==> src/sv/irar_pkg.sv <==
`timescale 1ns / 1ps
// ---------------------------------------------------------------------------
// irar_pkg
// Shared types, constants and weight tables of the integer-ratio resampler.
// ---------------------------------------------------------------------------
package irar_pkg;

	localparam int SMP_W          = 16;
	localparam int CNT_W          = 4;
	localparam int SCALE_W        = 4;
	localparam int CHCNT_W        = 2;
	localparam int CFG_IDX_W      = 2;
	localparam int CFG_DATA_W     = 4;
	// widest down-mode sum: 15 samples of 16 bits
	localparam int SUM_W          = 20;
	localparam int DIV_W          = SUM_W;
	localparam int DIV_RADIX_BITS = 4;
	localparam int DIV_ITERS      = DIV_W / DIV_RADIX_BITS;
	localparam int WGT_W          = 7;
	localparam int STEP_W         = 4;
	localparam int SHIFT_W        = 3;
	localparam int PROD_W         = 24;
	localparam int QUEUE_DEPTH    = 2;

	localparam logic [SCALE_W-1:0] MIN_SCALE    = 4'd2;
	localparam logic [SCALE_W-1:0] UP_MAX_SCALE = 4'd6;
	localparam logic [SCALE_W-1:0] SCALE_LIMIT  = 4'd15;

	typedef enum logic [CFG_IDX_W-1:0] {
		REG_DIRECTION = 2'd0,
		REG_SCALE     = 2'd1,
		REG_CHANNELS  = 2'd2
	} cfg_reg_t;

	typedef enum logic {
		MODE_UP   = 1'b0,
		MODE_DOWN = 1'b1
	} mode_t;

	typedef struct packed {
		logic signed [SMP_W-1:0] sample_in;
		logic                    channel_in;
	} in_item_t;

	typedef struct packed {
		logic signed [SMP_W-1:0] sample_out;
		logic                    channel_out;
		logic                    last_of_run;
	} out_item_t;

	// work handed from the front end to the back end
	typedef struct packed {
		mode_t                   kind;
		logic                    ch;
		logic [SCALE_W-1:0]      n;
		logic signed [SMP_W-1:0] prev;
		logic signed [SMP_W-1:0] cur;
		logic signed [SUM_W-1:0] sum;
	} cmd_t;

	typedef struct packed {
		mode_t                    kind;
		logic                     ch;
		logic                     last;
		logic signed [PROD_W-1:0] p_prev;
		logic signed [PROD_W-1:0] p_cur;
		logic [SHIFT_W-1:0]       shift;
		logic [DIV_W-1:0]         quo;
		logic                     neg;
	} s1_t;

	// weight increment per result, by row (row = n - 2)
	function automatic logic [STEP_W-1:0] weight_step(input logic [SHIFT_W-1:0] row);
		logic [STEP_W-1:0] s;
		case (row)
			3'd0:    s = 4'd1;
			3'd1:    s = 4'd5;
			3'd2:    s = 4'd1;
			3'd3:    s = 4'd6;
			3'd4:    s = 4'd11;
			default: s = 4'd0;
		endcase
		return s;
	endfunction

	// log2 of the divisor, by row
	function automatic logic [SHIFT_W-1:0] frac_shift(input logic [SHIFT_W-1:0] row);
		logic [SHIFT_W-1:0] s;
		case (row)
			3'd0:    s = 3'd1;
			3'd1:    s = 3'd4;
			3'd2:    s = 3'd2;
			3'd3:    s = 3'd5;
			3'd4:    s = 3'd6;
			default: s = 3'd0;
		endcase
		return s;
	endfunction

endpackage

==> src/sv/irar_front.sv <==
`timescale 1ns / 1ps
// ---------------------------------------------------------------------------
// irar_front
// Config registers, per-channel state and classification of input beats.
// ---------------------------------------------------------------------------
module irar_front #(
	parameter int MAX_CHANNELS   = 2,
	parameter int MAX_DOWN_SCALE = 12
) (
	input  logic                                clk,
	input  logic                                arst_n,
	input  logic                                cfg_we,
	input  logic [irar_pkg::CFG_IDX_W-1:0]      cfg_index,
	input  logic [irar_pkg::CFG_DATA_W-1:0]     cfg_data,
	input  logic                                src_valid,
	output logic                                src_stall,
	input  irar_pkg::in_item_t                  src_data,
	input  logic                                q_full,
	output logic                                q_push,
	output irar_pkg::cmd_t                      q_push_data
);

	localparam int CH_IDX_W = (MAX_CHANNELS > 1) ? $clog2(MAX_CHANNELS) : 1;
	localparam int DOWN_CAP = (MAX_DOWN_SCALE > 15) ? 15 : MAX_DOWN_SCALE;
	localparam int LSUM_W   = irar_pkg::SMP_W + $clog2(DOWN_CAP);
	localparam logic [irar_pkg::SCALE_W-1:0] DCAP  = irar_pkg::SCALE_W'(DOWN_CAP);
	localparam logic [irar_pkg::SCALE_W-1:0] MAXCH = irar_pkg::SCALE_W'(MAX_CHANNELS);

	irar_pkg::mode_t                     direction_q;
	logic [irar_pkg::SCALE_W-1:0]        scale_q;
	logic [irar_pkg::CHCNT_W-1:0]        chcnt_q;

	logic signed [irar_pkg::SMP_W-1:0]   prev_q [MAX_CHANNELS];
	logic signed [LSUM_W-1:0]            sum_q  [MAX_CHANNELS];
	logic [irar_pkg::CNT_W-1:0]          cnt_q  [MAX_CHANNELS];

	logic [CH_IDX_W-1:0]                 idx;
	logic [irar_pkg::SCALE_W-1:0]        nch;
	logic                                ch_ok;
	logic                                accept;
	logic [irar_pkg::SCALE_W-1:0]        scale_lo;
	logic [irar_pkg::SCALE_W-1:0]        n_up;
	logic [irar_pkg::SCALE_W-1:0]        n_down;
	logic signed [LSUM_W-1:0]            sum_new;
	logic [irar_pkg::CNT_W-1:0]          cnt_new;
	logic                                emit;

	assign src_stall = q_full;
	assign accept    = src_valid && !q_full;
	assign idx       = CH_IDX_W'(src_data.channel_in);

	always_comb begin
		if (chcnt_q == '0)
			nch = irar_pkg::SCALE_W'(1);
		else if (irar_pkg::SCALE_W'(chcnt_q) > MAXCH)
			nch = MAXCH;
		else
			nch = irar_pkg::SCALE_W'(chcnt_q);
	end

	assign ch_ok    = irar_pkg::SCALE_W'(src_data.channel_in) < nch;
	assign scale_lo = (scale_q < irar_pkg::MIN_SCALE) ? irar_pkg::MIN_SCALE : scale_q;
	assign n_up     = (scale_lo > irar_pkg::UP_MAX_SCALE) ? irar_pkg::UP_MAX_SCALE : scale_lo;
	assign n_down   = (scale_lo > DCAP) ? DCAP : scale_lo;

	assign sum_new  = sum_q[idx] + LSUM_W'(src_data.sample_in);
	assign cnt_new  = cnt_q[idx] + irar_pkg::CNT_W'(1);
	assign emit     = cnt_new >= n_down;

	assign q_push = accept && ch_ok && ((direction_q == irar_pkg::MODE_UP) || emit);

	always_comb begin
		q_push_data.kind = direction_q;
		q_push_data.ch   = src_data.channel_in;
		q_push_data.n    = (direction_q == irar_pkg::MODE_UP) ? n_up : n_down;
		q_push_data.prev = prev_q[idx];
		q_push_data.cur  = src_data.sample_in;
		q_push_data.sum  = irar_pkg::SUM_W'(sum_new);
	end

	always_ff @(posedge clk or negedge arst_n) begin
		if (!arst_n) begin
			direction_q <= irar_pkg::MODE_UP;
			scale_q     <= irar_pkg::MIN_SCALE;
			chcnt_q     <= irar_pkg::CHCNT_W'(1);
		end else if (cfg_we) begin
			case (cfg_index)
				irar_pkg::REG_DIRECTION: direction_q <= irar_pkg::mode_t'(cfg_data[0]);
				irar_pkg::REG_SCALE:     scale_q     <= cfg_data;
				irar_pkg::REG_CHANNELS:  chcnt_q     <= cfg_data[irar_pkg::CHCNT_W-1:0];
				default: ;
			endcase
		end
	end

	always_ff @(posedge clk or negedge arst_n) begin
		if (!arst_n) begin
			for (int i = 0; i < MAX_CHANNELS; i++) begin
				prev_q[i] <= '0;
				sum_q[i]  <= '0;
				cnt_q[i]  <= '0;
			end
		end else if (accept && ch_ok) begin
			if (direction_q == irar_pkg::MODE_UP) begin
				prev_q[idx] <= src_data.sample_in;
			end else if (emit) begin
				sum_q[idx] <= '0;
				cnt_q[idx] <= '0;
			end else begin
				sum_q[idx] <= sum_new;
				cnt_q[idx] <= cnt_new;
			end
		end
	end

endmodule

==> src/sv/irar_queue.sv <==
`timescale 1ns / 1ps
// ---------------------------------------------------------------------------
// irar_queue
// Two-entry command queue between the front end and the back end.
// ---------------------------------------------------------------------------
module irar_queue (
	input  logic            clk,
	input  logic            arst_n,
	input  logic            push,
	input  irar_pkg::cmd_t  push_data,
	output logic            full,
	input  logic            pop,
	output logic            avail,
	output irar_pkg::cmd_t  pop_data
);

	localparam int PTR_W = $clog2(irar_pkg::QUEUE_DEPTH);
	localparam int CNT_W = $clog2(irar_pkg::QUEUE_DEPTH + 1);

	irar_pkg::cmd_t      mem_q [irar_pkg::QUEUE_DEPTH];
	logic [PTR_W-1:0]    wr_ptr_q;
	logic [PTR_W-1:0]    rd_ptr_q;
	logic [CNT_W-1:0]    count_q;

	assign full     = count_q == CNT_W'(irar_pkg::QUEUE_DEPTH);
	assign avail    = count_q != '0;
	assign pop_data = mem_q[rd_ptr_q];

	always_ff @(posedge clk or negedge arst_n) begin
		if (!arst_n) begin
			wr_ptr_q <= '0;
			rd_ptr_q <= '0;
			count_q  <= '0;
		end else begin
			if (push)
				wr_ptr_q <= wr_ptr_q + PTR_W'(1);
			if (pop)
				rd_ptr_q <= rd_ptr_q + PTR_W'(1);
			if (push && !pop)
				count_q <= count_q + CNT_W'(1);
			else if (pop && !push)
				count_q <= count_q - CNT_W'(1);
		end
	end

	always_ff @(posedge clk) begin
		if (push)
			mem_q[wr_ptr_q] <= push_data;
	end

endmodule

==> src/sv/irar_back.sv <==
`timescale 1ns / 1ps
// ---------------------------------------------------------------------------
// irar_back
// Executes commands: interpolation beats in up mode, radix-16 divide in down
// mode, followed by a rounding/saturation stage and the output register.
// ---------------------------------------------------------------------------
module irar_back (
	input  logic                 clk,
	input  logic                 arst_n,
	input  logic                 cmd_avail,
	input  irar_pkg::cmd_t       cmd,
	output logic                 cmd_pop,
	output logic                 dst_valid,
	input  logic                 dst_stall,
	output irar_pkg::out_item_t  dst_data
);

	typedef enum logic [2:0] {
		ST_IDLE = 3'b001,
		ST_UP   = 3'b010,
		ST_DIV  = 3'b100
	} back_state_t;

	localparam int ITER_W = $clog2(irar_pkg::DIV_ITERS + 1);
	localparam logic signed [irar_pkg::PROD_W-1:0] SAT_HI = irar_pkg::PROD_W'(32767);
	localparam logic signed [irar_pkg::PROD_W-1:0] SAT_LO = -irar_pkg::PROD_W'(32768);

	back_state_t                           state_q;
	irar_pkg::cmd_t                        cmd_q;
	logic [irar_pkg::SHIFT_W-1:0]          k_q;
	logic [ITER_W-1:0]                     iter_q;
	logic [irar_pkg::WGT_W-1:0]            wp_q;
	logic [irar_pkg::WGT_W-1:0]            wc_q;
	logic [irar_pkg::STEP_W-1:0]           step_q;
	logic [irar_pkg::SHIFT_W-1:0]          shift_q;
	logic [irar_pkg::DIV_W-1:0]            dvd_q;
	logic [irar_pkg::SCALE_W-1:0]          rem_q;
	logic                                  neg_q;

	irar_pkg::s1_t                         s1_s1;
	logic                                  valid_s1;
	irar_pkg::out_item_t                   out_q;
	logic                                  out_valid_q;

	logic                                  advance;
	logic                                  last_up;
	logic                                  div_done;
	logic                                  issue;
	logic [irar_pkg::SHIFT_W-1:0]          row;

	logic [irar_pkg::SCALE_W:0]            div_t;
	logic [irar_pkg::SCALE_W-1:0]          div_r;
	logic [irar_pkg::DIV_W-1:0]            div_d;

	logic signed [irar_pkg::PROD_W-1:0]    acc2;
	logic signed [irar_pkg::PROD_W-1:0]    bias2;
	logic signed [irar_pkg::PROD_W-1:0]    pre_sat;
	logic signed [irar_pkg::SMP_W-1:0]     sat_val;

	assign advance  = !out_valid_q || !dst_stall;
	assign cmd_pop  = (state_q == ST_IDLE) && cmd_avail;
	assign last_up  = irar_pkg::SCALE_W'(k_q) == (cmd_q.n - irar_pkg::SCALE_W'(1));
	assign div_done = iter_q == ITER_W'(irar_pkg::DIV_ITERS);
	assign issue    = (state_q == ST_UP) || ((state_q == ST_DIV) && div_done);
	assign row      = irar_pkg::SHIFT_W'(cmd.n - irar_pkg::MIN_SCALE);

	// four restoring quotient bits per cycle
	always_comb begin
		div_r = rem_q;
		div_d = dvd_q;
		div_t = '0;
		for (int i = 0; i < irar_pkg::DIV_RADIX_BITS; i++) begin
			div_t = {div_r, div_d[irar_pkg::DIV_W-1]};
			div_d = {div_d[irar_pkg::DIV_W-2:0], 1'b0};
			if (div_t >= {1'b0, cmd_q.n}) begin
				div_t    = div_t - {1'b0, cmd_q.n};
				div_d[0] = 1'b1;
			end
			div_r = div_t[irar_pkg::SCALE_W-1:0];
		end
	end

	always_ff @(posedge clk or negedge arst_n) begin
		if (!arst_n) begin
			state_q     <= ST_IDLE;
			k_q         <= '0;
			iter_q      <= '0;
			valid_s1    <= 1'b0;
			out_valid_q <= 1'b0;
		end else begin
			case (state_q)
				ST_IDLE: begin
					if (cmd_avail) begin
						state_q <= (cmd.kind == irar_pkg::MODE_UP) ? ST_UP : ST_DIV;
						k_q     <= '0;
						iter_q  <= '0;
					end
				end
				ST_UP: begin
					if (advance) begin
						k_q <= k_q + irar_pkg::SHIFT_W'(1);
						if (last_up)
							state_q <= ST_IDLE;
					end
				end
				ST_DIV: begin
					if (!div_done)
						iter_q <= iter_q + ITER_W'(1);
					else if (advance)
						state_q <= ST_IDLE;
				end
				default: state_q <= ST_IDLE;
			endcase
			if (advance) begin
				valid_s1    <= issue;
				out_valid_q <= valid_s1;
			end
		end
	end

	always_ff @(posedge clk) begin
		if (cmd_pop) begin
			cmd_q   <= cmd;
			step_q  <= irar_pkg::weight_step(row);
			shift_q <= irar_pkg::frac_shift(row);
			wc_q    <= irar_pkg::WGT_W'(irar_pkg::weight_step(row));
			wp_q    <= irar_pkg::WGT_W'(irar_pkg::WGT_W'(irar_pkg::weight_step(row))
				* irar_pkg::WGT_W'(cmd.n - irar_pkg::SCALE_W'(1)));
			rem_q   <= '0;
			neg_q   <= cmd.sum[irar_pkg::SUM_W-1];
			dvd_q   <= cmd.sum[irar_pkg::SUM_W-1] ? irar_pkg::DIV_W'(-cmd.sum)
				: irar_pkg::DIV_W'(cmd.sum);
		end else if ((state_q == ST_UP) && advance) begin
			wp_q <= wp_q - irar_pkg::WGT_W'(step_q);
			wc_q <= wc_q + irar_pkg::WGT_W'(step_q);
		end else if ((state_q == ST_DIV) && !div_done) begin
			dvd_q <= div_d;
			rem_q <= div_r;
		end

		if (advance && issue) begin
			s1_s1.kind   <= cmd_q.kind;
			s1_s1.ch     <= cmd_q.ch;
			s1_s1.last   <= (state_q == ST_DIV) || last_up;
			s1_s1.p_prev <= $signed({1'b0, wp_q}) * cmd_q.prev;
			s1_s1.p_cur  <= $signed({1'b0, wc_q}) * cmd_q.cur;
			s1_s1.shift  <= shift_q;
			s1_s1.quo    <= dvd_q;
			s1_s1.neg    <= neg_q;
		end

		if (advance && valid_s1) begin
			out_q.sample_out  <= sat_val;
			out_q.channel_out <= s1_s1.ch;
			out_q.last_of_run <= s1_s1.last;
		end
	end

	// up mode: divide by 2^shift truncating toward zero; down mode: signed quotient; then clamp to 16 bits
	always_comb begin
		acc2  = s1_s1.p_prev + s1_s1.p_cur;
		bias2 = acc2[irar_pkg::PROD_W-1]
			? $signed((irar_pkg::PROD_W'(1) << s1_s1.shift) - irar_pkg::PROD_W'(1))
			: '0;
		if (s1_s1.kind == irar_pkg::MODE_UP)
			pre_sat = (acc2 + bias2) >>> s1_s1.shift;
		else if (s1_s1.neg)
			pre_sat = -$signed(irar_pkg::PROD_W'(s1_s1.quo));
		else
			pre_sat = $signed(irar_pkg::PROD_W'(s1_s1.quo));
		if (pre_sat > SAT_HI)
			sat_val = irar_pkg::SMP_W'(SAT_HI);
		else if (pre_sat < SAT_LO)
			sat_val = irar_pkg::SMP_W'(SAT_LO);
		else
			sat_val = irar_pkg::SMP_W'(pre_sat);
	end

	assign dst_valid = out_valid_q;
	assign dst_data  = out_q;

endmodule

==> src/sv/integer_ratio_audio_resampler_core.sv <==
`timescale 1ns / 1ps
// Up mode: an input passes the queue, the command registers, s1 and the output register,
//   then gives n results (n = effective scale, 2..6), one per cycle while not stalled.
// Down mode: an input that closes a group gives one result via the 4-bit-per-cycle divider;
//   the back end takes the next command only after it returns to idle.
// Inputs that give no result push no command. Two queued commands decouple the sides.
// Reset: direction up, scale 2, one channel, all per-channel state zero, queue empty.
// ---------------------------------------------------------------------------
// integer_ratio_audio_resampler_core
// Integer-ratio audio resampler: linear interpolation up, block averaging down.
// ---------------------------------------------------------------------------
module integer_ratio_audio_resampler_core #(
	parameter int MAX_CHANNELS   = 2,
	parameter int MAX_DOWN_SCALE = 12
) (
	input  logic                             clk,
	input  logic                             arst_n,
	input  logic                             cfg_we,
	input  logic [irar_pkg::CFG_IDX_W-1:0]   cfg_index,
	input  logic [irar_pkg::CFG_DATA_W-1:0]  cfg_data,
	input  logic                             src_valid,
	output logic                             src_stall,
	input  irar_pkg::in_item_t               src_data,
	output logic                             dst_valid,
	input  logic                             dst_stall,
	output irar_pkg::out_item_t              dst_data
);

	logic            q_full;
	logic            q_push;
	irar_pkg::cmd_t  q_push_data;
	logic            q_pop;
	logic            q_avail;
	irar_pkg::cmd_t  q_pop_data;

	irar_front #(
		.MAX_CHANNELS   (MAX_CHANNELS),
		.MAX_DOWN_SCALE (MAX_DOWN_SCALE)
	) u_front (
		.clk         (clk),
		.arst_n      (arst_n),
		.cfg_we      (cfg_we),
		.cfg_index   (cfg_index),
		.cfg_data    (cfg_data),
		.src_valid   (src_valid),
		.src_stall   (src_stall),
		.src_data    (src_data),
		.q_full      (q_full),
		.q_push      (q_push),
		.q_push_data (q_push_data)
	);

	irar_queue u_queue (
		.clk       (clk),
		.arst_n    (arst_n),
		.push      (q_push),
		.push_data (q_push_data),
		.full      (q_full),
		.pop       (q_pop),
		.avail     (q_avail),
		.pop_data  (q_pop_data)
	);

	irar_back u_back (
		.clk       (clk),
		.arst_n    (arst_n),
		.cmd_avail (q_avail),
		.cmd       (q_pop_data),
		.cmd_pop   (q_pop),
		.dst_valid (dst_valid),
		.dst_stall (dst_stall),
		.dst_data  (dst_data)
	);

endmodule

==> config.mk <==
export PLATFORM = sky130hd
export DESIGN_NAME = integer_ratio_audio_resampler_core
export DESIGN_NICKNAME = d
export VERILOG_FILES = /design/src/sv/irar_pkg.sv /design/src/sv/irar_front.sv /design/src/sv/irar_queue.sv /design/src/sv/irar_back.sv /design/src/sv/integer_ratio_audio_resampler_core.sv
export SDC_FILE = /design/constraint.sdc
export NUM_CORES = 1
export LEC_CHECK = 0
export BUFFER_PORTS_ARGS = -buffer_cell sky130_fd_sc_hd__buf_2
export CAP_MARGIN = 20
export CORE_MARGIN = 8
export CORE_UTILIZATION = 55
export CTS_BUF_LIST = sky130_fd_sc_hd__clkbuf_16
export CTS_CLUSTER_SIZE = 24
export DETAILED_ROUTE_END_ITERATION = 10
export GPL_TIMING_DRIVEN = 0
export PLACE_DENSITY = 0.71
export SETUP_SLACK_MARGIN = 0.5
export SKIP_LAST_GASP = 1
export SYNTH_ARGS = -nofsm -noshare
export SYNTH_HDL_FRONTEND = slang
export SYNTH_HIERARCHICAL = 1
export SYNTH_SLANG_ARGS = --single-unit
==> constraint.sdc <==
create_clock -name clk -period 18 [get_ports clk]
set_input_delay 0.9 -clock clk [delete_from_list [all_inputs] [get_ports clk]]
set_output_delay 0.9 -clock clk [all_outputs]
set_load 0.005 [all_outputs]
==> results of run 1 <==
Yosys cell counts, types with 25 or more instances:
| cell | instances | area share, % |
|---|---|---|
| sky130_fd_sc_hd__inv_1 | 347 | 4.2 |
| sky130_fd_sc_hd__xor2_1 | 60 | 1.7 |
| sky130_fd_sc_hd__dfrtp_1 | 99 | 8.1 |
| sky130_fd_sc_hd__fa_1 | 188 | 12 |
| sky130_fd_sc_hd__nor2_1 | 164 | 2.0 |
| sky130_fd_sc_hd__a21o_1 | 40 | 0.98 |
| sky130_fd_sc_hd__clkbuf_1 | 59 | 0.72 |
| sky130_fd_sc_hd__mux2_2 | 131 | 4.8 |
| sky130_fd_sc_hd__nand2_1 | 250 | 3.1 |
| sky130_fd_sc_hd__nor3_1 | 46 | 0.75 |
| sky130_fd_sc_hd__xnor2_1 | 100 | 2.9 |
| sky130_fd_sc_hd__ha_1 | 218 | 8.9 |
| sky130_fd_sc_hd__o31ai_1 | 31 | 0.76 |
| sky130_fd_sc_hd__mux2i_1 | 25 | 0.82 |
| sky130_fd_sc_hd__nand3_1 | 32 | 0.52 |
| sky130_fd_sc_hd__and2_1 | 178 | 3.6 |
| sky130_fd_sc_hd__o21ai_0 | 113 | 1.8 |
| sky130_fd_sc_hd__edfxtp_1 | 286 | 28 |
| sky130_fd_sc_hd__a21oi_1 | 121 | 2.0 |
sequential cells by signal, indices dropped and copies added (netlist names), 2 cells and up:
| name | flops |
|---|---|
| u_front/prev_q | 32 |
| u_back/iter_q | 3 |
| u_back/rem_q | 4 |
| u_front/scale_q | 4 |
| u_back/dvd_q | 20 |
| u_queue/count_q | 2 |
| u_front/sum_q | 40 |
| u_back/s1_s1 | 75 |
| u_back/wp_q | 7 |
| u_back/cmd_q | 38 |
| u_back/dst_data | 18 |
| u_back/shift_q | 3 |
| u_back/step_q | 4 |
| u_queue/mem_q | 116 |
| u_front/cnt_q | 8 |
| u_back/state_q | 3 |
| u_back/k_q | 3 |
| u_back/wc_q | 7 |
final cells by class:
type                    instances  area, sq um
repair buffers                 56          393
plain buffers                 106          547
flip-flops and latches        394        11300
multi-input cells            2093        17600
fillers                      4554        21700
clock buffers                  43         1080
well taps                     748          936
clock inverters                34          278
inverters                     350         1320
metrics by stage:
stage | std cells | util, % | hold WS [ps] | setup WS, ps | cell area (sq um)
global placement | 3737 | 57.8 | 403 | 8530 | 31900
global route | 3824 | 60.6 | 309 | 9760 | 33400
floorplan | 2943 | - | 400 | 10610 | 30700
detailed placement | 3745 | 58.1 | 408 | 10420 | 32000
finish | 3824 | 60.6 | 300 | 10320 | 33400
CTS | 3822 | 60.6 | 284 | 10400 | 33400
worst paths after layout:
kind,cells past startpoint,slack (ps),endpoint
worst max-delay path,28,10320,u_back/dst_data[7]$_SDFFCE_PN1P_
worst min-delay path,1,300,u_front/sum_q[38]$_DFFE_PN0P_
worst max register to register,28,10320,u_back/dst_data[7]$_SDFFCE_PN1P_
worst min register to register,0,420,u_back/s1_s1[73]$_DFFE_PP_
max in group asynchronous,2,17020,u_front/prev_q[27]$_DFFE_PN0P_
min in group clk,0,420,u_back/s1_s1[73]$_DFFE_PP_
worst reg2reg max path, delay by kind of cell, from the launching register on:
family                     cells  cell delay [ps]
and+or+nand+nor                5             1300
AOI/OAI and AO/OA             12             2850
DFF                            1              520
buffers and inverters          8             2060
adders and majority gates      2              530
muxes                          1              160
per-layer routing:
layer / part of all wire (%) / vias up / routed length, um / global-route usage, %
li1: - / 10326 / - / -
met1: 45 / 10659 / 31300 / 28.9
met2: 49 / 486 / 33900 / 38.0
met3: 3.9 / 117 / 2710 / 2.39
met4: 2.7 / 0 / 1910 / 6.40
met5: 0 / - / 0 / 0
kinds of logic after synthesis:
group / count (synthesis) / share of synthesized area [%]
AND/OR/NAND/NOR: 813 / 13.2
AO/OA/AOI/OAI: 534 / 11.8
other: 1 / 0.0122
adder cells (fa/ha/maj): 411 / 21.3
XOR/XNOR: 161 / 4.62
buffers and inverters: 456 / 6.07
flip-flops: 394 / 36.7
multiplexers: 168 / 6.23
cell usage in the layout, fill, tap and decap left out, drive strengths merged, types with 104 or more instances in the layout:
cell type / instances
mux2: 141
and2: 178
ha: 218
edfxtp: 286
o21ai: 130
inv: 360
nor2: 164
clkbuf: 104
a21oi: 122
nand2: 251
fa: 188
==> results.cfg, run 1 <==
[worst_setup_path]
cp.arrival_ps = 7960
worst-endpoint-required_ps = 18280
timing.critical_path.from_type = register
timing.critical_path.buf_inv = 8
critical_path.startpoint = u_back/s1_s1[21]$_DFFE_PP_
highest_cell_delay_on_the_worst_timing_path_ps = 520
worst-path-max-fanout = 11
cpMaxStageDelayCell = sky130_fd_sc_hd__edfxtp_1
timing.critical_path.mode_cell = sky130_fd_sc_hd__a21o_1
worst-setup-path-type = register to register
endpoint_kind = register
critical_path.top_delay_family = compound AO/OA/AOI/OAI gates
timing.rr.start = u_back/s1_s1[21]$_DFFE_PP_

[yosys]
number_of_instances_in_the_synthesized_netlist = 2938
synth_async_sr_flop_share_pct = 25.6
synth_seq_cells = 394
ys_types = 106
leading_register_cell_type_out_of_synthesis = sky130_fd_sc_hd__edfxtp_1
syn-mean-instance-area_sq_um = 10.4
synth-edff-count = 286
synthesized_area_sq_um = 30700
yosysSeqAreaShare_pct = 36.7
synthesis.yosys.warnings = 6

[global_route]
global_route.overflow_total = 0
grt_start_max_net_pins = 71
global_route.usage.total_pct = 21.9
vias_in_the_first_global_route = 22170
first_pass_grt_wire_length_mm = 114
number_of_antenna_violations_at_the_first_check_in_global_routing = 0

[timing]
finalHoldViolations = 0
slew-limit-headroom_pct = 33.8
skew_ps = 22.6
tightestPinTransition_ps = 988
tns_ps = 0
unrepaired_setup_endpoints_after_global_routing = false
fmax_mhz = 130
share_of_the_cycle_needed_by_the_critical_path_after_routing_pct = 42.7
setup_viol = 0
slew_viol_final = 0
layout_min_cycle_time_ps = 7680

[routing]
drt_pass1_iterations = 5
drcViolationCount = 0
route.final.wire_length_mm = 69.9
detailedRoute.firstIterationViolations = 1283
num_vias = 21588
vias_per_cell = 5.65
antenna_left = 0
wire_per_inst_um = 18.3

[clock_tree]
clock-sinks = 394
postCtsHoldBufs = 0
cts_root_buffer = sky130_fd_sc_hd__clkbuf_16
ctsHtreeMaxLevel = 2
clkLatencyLatePin_ps = 560
numCtsBuffers = 42
number_of_gates_given_a_new_drive_strength_after_cts = 0
post-cts-setup-buffers = 0
worst_setup_hold_path_clk_slew_ps = 60
clock_tree_from_tritoncts = yes
cts-root-to-sink-buffers = 3

[run]
max_cap_violations = 0

[floorplanning]
core_rows = 86
floorplan.die.width_um = 252
floorplan.core_area_sq_um = 55100
dieArea_sq_um = 63600
die_boundary_height_um = 252
pin_count = 48
floorplan.initialDensity_pct = 55.7

[status]
status = completed

[placement]
detailed_placement_wirelength_estimate_mm = 55.4
place.gp.congestion = 0.947
place.port_buffers = 46

[cells_and_area]
drive_gt1_share_pct = 11.9
finalNetCount = 3477
area.growth.synth_to_final_pct = 8.89
n_antenna_cell = 0

[hold_path]
min_path_type = primary input to asynchronous set/reset pin
Power of run 1 is not shown: default switching activity piles up to over one toggle a cycle in this logic, so the estimate is an artifact.
==> inputs of run 2 (changes only) <==
--- a/config.mk
+++ b/config.mk
@@ -13,7 +13,7 @@
 export CTS_CLUSTER_SIZE = 24
 export DETAILED_ROUTE_END_ITERATION = 10
 export GPL_TIMING_DRIVEN = 0
-export PLACE_DENSITY = 0.71
+export PLACE_DENSITY = 0.74
 export SETUP_SLACK_MARGIN = 0.5
 export SKIP_LAST_GASP = 1
 export SYNTH_ARGS = -nofsm -noshare
==> constraint.sdc (replaced) <==
create_clock -name clk -period 6.9 [get_ports clk]
set_input_delay 0.345 -clock clk [delete_from_list [all_inputs] [get_ports clk]]
set_output_delay 0.345 -clock clk [all_outputs]
set_load 0.005 [all_outputs]
==> run 2 against run 1 <==
  * Non-clock buffer count is 47 higher
  * Worst setup slack worse by 9700 ps
  * Critical path depth is 1 lower
  * Sequential share of layout area is 0.97 points lower
  * Sequential cell count stayed put
  * Count of clock-buffer cells in the layout stayed put
  * Global-route usage is 0.051 points higher
  * Utilization is 1.8 points higher
  * Wire length is 1.7% higher
  * Final area is 3.0% higher
  * Hold slack worse by 190 ps
  * Critical endpoint is now u_back/dst_data[12]$_SDFFCE_PN1P_
==> results.cfg, run 2 (synthesis gave the netlist of run 1 again) <==
[cells_and_area]
largest_register = u_queue/mem_q
drive_gt1_share_pct = 16.1
finalNetCount = 3525
fillCellCount = 4406
layout_top_registers = u_queue/mem_q: 116 flops, u_back/s1_s1: 75 flops, u_front/sum_q: 40 flops
number_of_flip_flops_under_the_largest_register_name = 116
area.growth.synth_to_final_pct = 12.1
sequential_cell_area_sq_um = 11300
n_antenna_cell = 0
final_core_util_pct = 62.4
multi_input_comb_area_sq_um = 18100
most_frequent_cells_in_the_layout = sky130_fd_sc_hd__inv_1 (353), sky130_fd_sc_hd__edfxtp_1 (286), sky130_fd_sc_hd__nand2_1 (246), sky130_fd_sc_hd__ha_1 (209), sky130_fd_sc_hd__fa_1 (187)
leading_cell_type_in_the_layout_fill_and_taps_excluded = sky130_fd_sc_hd__inv_1

[worst_setup_path]
cp.arrival_ps = 6570
worst-endpoint-required_ps = 7220
worst-setup-path-type = register to register
timing.critical_path.from_type = register
endpoint_kind = register
number_of_cells_on_the_worst_reg_to_reg_path = 27
r2r_setup_slack_ps = 650
worst-path-max-fanout = 11

[clock_tree]
clock-sinks = 394
clkLatencyLatePin_ps = 570
ctsHtreeMaxLevel = 2
clock_tree_from_tritoncts = yes
cts_root_buffer = sky130_fd_sc_hd__clkbuf_16
numCtsBuffers = 43
cts-root-to-sink-buffers = 3
worst_setup_hold_path_clk_slew_ps = 60

[routing]
drt_pass1_iterations = 5
detailedRoute.firstIterationViolations = 1318
route.final.wire_length_mm = 71.1
drcViolationCount = 0
wire_per_inst_um = 18.4
num_vias = 21934
vias_per_cell = 5.66
antenna_left = 0

[hold_path]
min_path_cells = 2
min_path_type = primary input to register

[placement]
detailed_placement_wirelength_estimate_mm = 55.1
place.port_buffers = 46
place.gp.congestion = 0.902

[floorplanning]
pin_count = 48
die_boundary_height_um = 252
dieArea_sq_um = 63600
floorplan.core_area_sq_um = 55100
floorplan.die.width_um = 252
core_rows = 86
floorplan.initialDensity_pct = 55.7

[timing]
tns_ps = 0
tightestPinTransition_ps = 1110
fmax_mhz = 160
slew-limit-headroom_pct = 25.2
skew_ps = 18.6
unrepaired_setup_endpoints_after_global_routing = false
slew_viol_final = 0
timing.hold.ws_ps = 105
finalHoldViolations = 0
layout_min_cycle_time_ps = 6250
setup_viol = 0
share_of_the_cycle_needed_by_the_critical_path_after_routing_pct = 90.6

[global_route]
number_of_antenna_violations_at_the_first_check_in_global_routing = 0
grt_start_max_net_pins = 73
vias_in_the_first_global_route = 22704
first_pass_grt_wire_length_mm = 114
global_route.overflow_total = 0
global_route.usage.total_pct = 22.0

[status]
status = completed

[run]
max_cap_violations = 0
[run 2: worst max-delay path, cell delays in order (launching register included)]
cell                        delay [ps]
sky130_fd_sc_hd__edfxtp_1          460
sky130_fd_sc_hd__ha_4              320
sky130_fd_sc_hd__o211ai_1          100
sky130_fd_sc_hd__o211ai_1          240
sky130_fd_sc_hd__a22oi_2           140
sky130_fd_sc_hd__o21ai_4           230
sky130_fd_sc_hd__mux2i_4           280
sky130_fd_sc_hd__buf_4             140
sky130_fd_sc_hd__a21o_1            150
sky130_fd_sc_hd__buf_12            140
sky130_fd_sc_hd__clkinv_8           80
sky130_fd_sc_hd__ha_4              250
sky130_fd_sc_hd__a21o_1            190
sky130_fd_sc_hd__a21o_1            200
sky130_fd_sc_hd__a21oi_2           190
sky130_fd_sc_hd__buf_4             150
sky130_fd_sc_hd__o21ai_0            80
sky130_fd_sc_hd__a21oi_1           220
sky130_fd_sc_hd__o21bai_2          120
sky130_fd_sc_hd__o2111a_2          310
sky130_fd_sc_hd__or4_4             480
sky130_fd_sc_hd__o211a_4           180
sky130_fd_sc_hd__a2111oi_4         420
sky130_fd_sc_hd__o221ai_1          150
sky130_fd_sc_hd__and4b_1           290
sky130_fd_sc_hd__a41o_4            280
sky130_fd_sc_hd__clkbuf_16         160
sky130_fd_sc_hd__o21ai_2            50
[run 2: through the flow]
stage	cell area, sq um	setup slack (ps)	cells
2_1_floorplan	30700	681	2943
3_3_place_gp	31900	-880	3737
3_5_place_dp	32000	-797	3744
4_1_cts	33800	511	3842
5_1_grt	34400	451	3872
6_report	34400	647	3872
[run 2: timing repair]
action | 4_1_cts | 5_1_grt
gates resized for setup | 61 | 112
pin swaps | 19 | 35
hold endpoints to repair | 35 | 0
gates cloned | 1 | 2
buffers inserted | 13 | 28
hold buffers | 6 | 0
endpoints found under the setup margin | 24 | 27
[run 2: path summary, 6_finish.rpt]
check | startpoint | to
max | u_back/s1_s1[27]$_DFFE_PP_ | u_back/dst_data[12]$_SDFFCE_PN1P_
min | src_data[8] | u_front/prev_q[23]$_DFFE_PN0P_
max reg2reg | u_back/s1_s1[27]$_DFFE_PP_ | u_back/dst_data[12]$_SDFFCE_PN1P_
min reg2reg | u_back/shift_q[1]$_SDFFCE_PN0P_ | u_back/s1_s1[22]$_DFFE_PP_
max in group asynchronous | arst_n | u_front/prev_q[12]$_DFFE_PN0P_
min in group asynchronous | arst_n | u_front/sum_q[36]$_DFFE_PN0P_
[run 2: area by class of cell]
cell class                 instances  area share [%]
inverter                         350            3.86
clock buffer                      43            3.13
timing repair buffer             103            2.36
clock inverter                    35           0.895
multi-input combinational       2093            52.5
tap                              748            2.72
buffer                           106            1.76
sequential                       394            32.7
[run 2: per-layer routing]
layer  GRT usage, %  routed length (um)  up-vias
met1           28.3               31400    10804
met2           37.8               34600      549
met3           2.61                2850      134
met5              0                   0        -
li1               -                   -    10447
met4           8.28                2280        0
Power of run 2 is left out for the same reason.
==> inputs of run 3 (changes only) <==
==> constraint.sdc (replaced) <==
create_clock -name clk -period 6.9 [get_ports clk]
set_input_delay 1.725 -clock clk [delete_from_list [all_inputs] [get_ports clk]]
set_output_delay 1.725 -clock clk [all_outputs]
set_load 0.005 [all_outputs]
==> run 3 against run 2 <==
  * Critical path depth up 1
  * Clock skew is 5.0 ps higher
  * Cell count fell by 0.23%
  * Sequential cell count did not move
  * Via count decreased by 0.64%
  * Worst setup slack got worse by 29 ps
  * Maximum frequency down 0.46%
  * Critical endpoint is now u_back/dst_data[5]$_SDFFCE_PN1P_
==> results.cfg, run 3 (synthesis gave the netlist of run 1 again) <==
[worst_setup_path]
endpoint_kind = register
worst-setup-path-type = register to register
critical_path.top_delay_family = compound AO/OA/AOI/OAI gates
number_of_cells_on_the_worst_reg_to_reg_path = 28
highest_cell_delay_on_the_worst_timing_path_ps = 530
r2r_setup_slack_ps = 620
cp.arrival_ps = 6690
worst-endpoint-required_ps = 7300
timing.critical_path.buf_inv = 3
timing.critical_path.from_type = register
critical_path.reg2reg.endpoint = u_back/dst_data[5]$_SDFFCE_PN1P_
cpMaxStageDelayCell = sky130_fd_sc_hd__or4b_4
worst-path-max-fanout = 8
timing.rr.start = u_back/s1_s1[27]$_DFFE_PP_

[hold_path]
min_path_cells = 0
min_path_type = register to register
start_point_of_the_worst_hold_path = u_back/shift_q[2]$_SDFFCE_PN0P_
worst_hold_path.endpoint = u_back/s1_s1[23]$_DFFE_PP_

[routing]
top_layer_used = met4
route.final.wire_length_mm = 70.9
drcViolationCount = 0
wire_per_inst_um = 18.3
drt_pass1_iterations = 6
num_vias = 21793
routedLengthMet1_mm = 31.4
detailroute.wirelength.met3_mm = 2.80
detailedRoute.firstIterationViolations = 1452
detailroute.wirelength.met2_mm = 34.2
antenna_left = 0
vias_per_cell = 5.64

[placement]
detailed_placement_wirelength_estimate_mm = 55.4
place.port_buffers = 46
place.gp.congestion = 0.900
numPlacedInstances = 3745

[cells_and_area]
finalNetCount = 3515
n_antenna_cell = 0
leading_cell_type_in_the_layout_fill_and_taps_excluded = sky130_fd_sc_hd__inv_1
fin_cells = 3863
layout_top_registers = u_queue/mem_q: 116 flops, u_back/s1_s1: 75 flops, u_front/sum_q: 40 flops
largest_register = u_queue/mem_q
number_of_flip_flops_under_the_largest_register_name = 116
area.growth.synth_to_final_pct = 12.6
drive_gt1_share_pct = 16.7
most_frequent_cells_in_the_layout = sky130_fd_sc_hd__inv_1 (346), sky130_fd_sc_hd__edfxtp_1 (286), sky130_fd_sc_hd__nand2_1 (247), sky130_fd_sc_hd__ha_1 (198), sky130_fd_sc_hd__fa_1 (187)
final_core_util_pct = 62.7

[timing]
setup_viol = 0
timing.hold.ws_ps = 415
share_of_the_cycle_needed_by_the_critical_path_after_routing_pct = 91.0
finalHoldViolations = 0
unrepaired_setup_endpoints_after_global_routing = true
tightestPinTransition_ps = 946
tns_ps = 0
slew_viol_final = 0
layout_min_cycle_time_ps = 6280
fmax_mhz = 159
skew_ps = 23.6
slew-limit-headroom_pct = 36.7

[clock_tree]
cts-root-to-sink-buffers = 3
cts_root_buffer = sky130_fd_sc_hd__clkbuf_16
clkLatencyLatePin_ps = 580
worst_setup_hold_path_clk_slew_ps = 60
clock_tree_from_tritoncts = yes
postCtsHoldBufs = 0
numCtsBuffers = 43
clock-sinks = 394
ctsHtreeMaxLevel = 2

[floorplanning]
floorplan.die.width_um = 252
dieArea_sq_um = 63600
die_boundary_height_um = 252
pin_count = 48
core_rows = 86
floorplan.initialDensity_pct = 55.7
floorplan.core_area_sq_um = 55100

[global_route]
global_route.overflow_total = 0
grt_start_max_net_pins = 73
first_pass_grt_wire_length_mm = 115
global_route.usage.total_pct = 22.0
vias_in_the_first_global_route = 22537
number_of_antenna_violations_at_the_first_check_in_global_routing = 1

[status]
status = completed

[run]
max_cap_violations = 0
run 3: cell count changes in the layout (fill, tap and decap cells not counted), sizes merged:
cell	before	now
clkbuf	100	104
buf	146	139
clkinv	18	19
inv	363	357
dlygate4sd3	6	0
bufinv	4	7
clkinvlp	0	2
run 3: final cells by class:
cell class	count	area (sq um)
timing repair buffer	93	714
multi-input combinational	2093	18200
clock buffer	44	1100
tap	748	936
inverter	350	1320
buffer	106	601
fill	4375	20600
sequential	394	11300
clock inverter	35	390
run 3: worst max path at each step:
| stage | from | to | slack, ps | depth (start not counted) |
|---|---|---|---|---|
| floorplan | u_back/cmd_q[53]$_DFFE_PP_ | u_back/rem_q[0]$_SDFFE_PP0P_ | 680 | 34 |
| finish | u_back/s1_s1[27]$_DFFE_PP_ | u_back/dst_data[5]$_SDFFCE_PN1P_ | 620 | 28 |
| global placement | u_back/s1_s1[21]$_DFFE_PP_ | u_back/dst_data[7]$_SDFFCE_PN1P_ | -700 | 27 |
| detailed placement | u_back/s1_s1[21]$_DFFE_PP_ | u_back/dst_data[7]$_SDFFCE_PN1P_ | -860 | 27 |
| global route | u_back/s1_s1[64]$_DFFE_PP_ | u_back/dst_data[15]$_SDFFCE_PN1P_ | 380 | 29 |
| CTS | u_back/s1_s1[25]$_DFFE_PP_ | u_back/dst_data[7]$_SDFFCE_PN1P_ | 490 | 27 |
run 3: timing repair:
item                                    4_1_cts  5_1_grt
gates resized for setup                      68      115
pin swaps                                    23       50
endpoints found under the setup margin       24       25
setup buffers                                10       26
cloned                                        1        1
run 3: per-stage QoR:
stage	area, sq um	worst slack (ps)
after floorplan	30700	681
after CTS	33800	489
final	34500	618
after detailed placement	32000	-862
after global routing	34500	375
after global placement	31900	-701
run 3: per-layer routing:
metal	GRT usage, %	vias to the layer above
li1	-	10407
met1	28.9	10676
met2	37.6	560
met3	2.62	150
met4	7.84	0
met5	0	-
Power of run 3 is left out for the same reason.
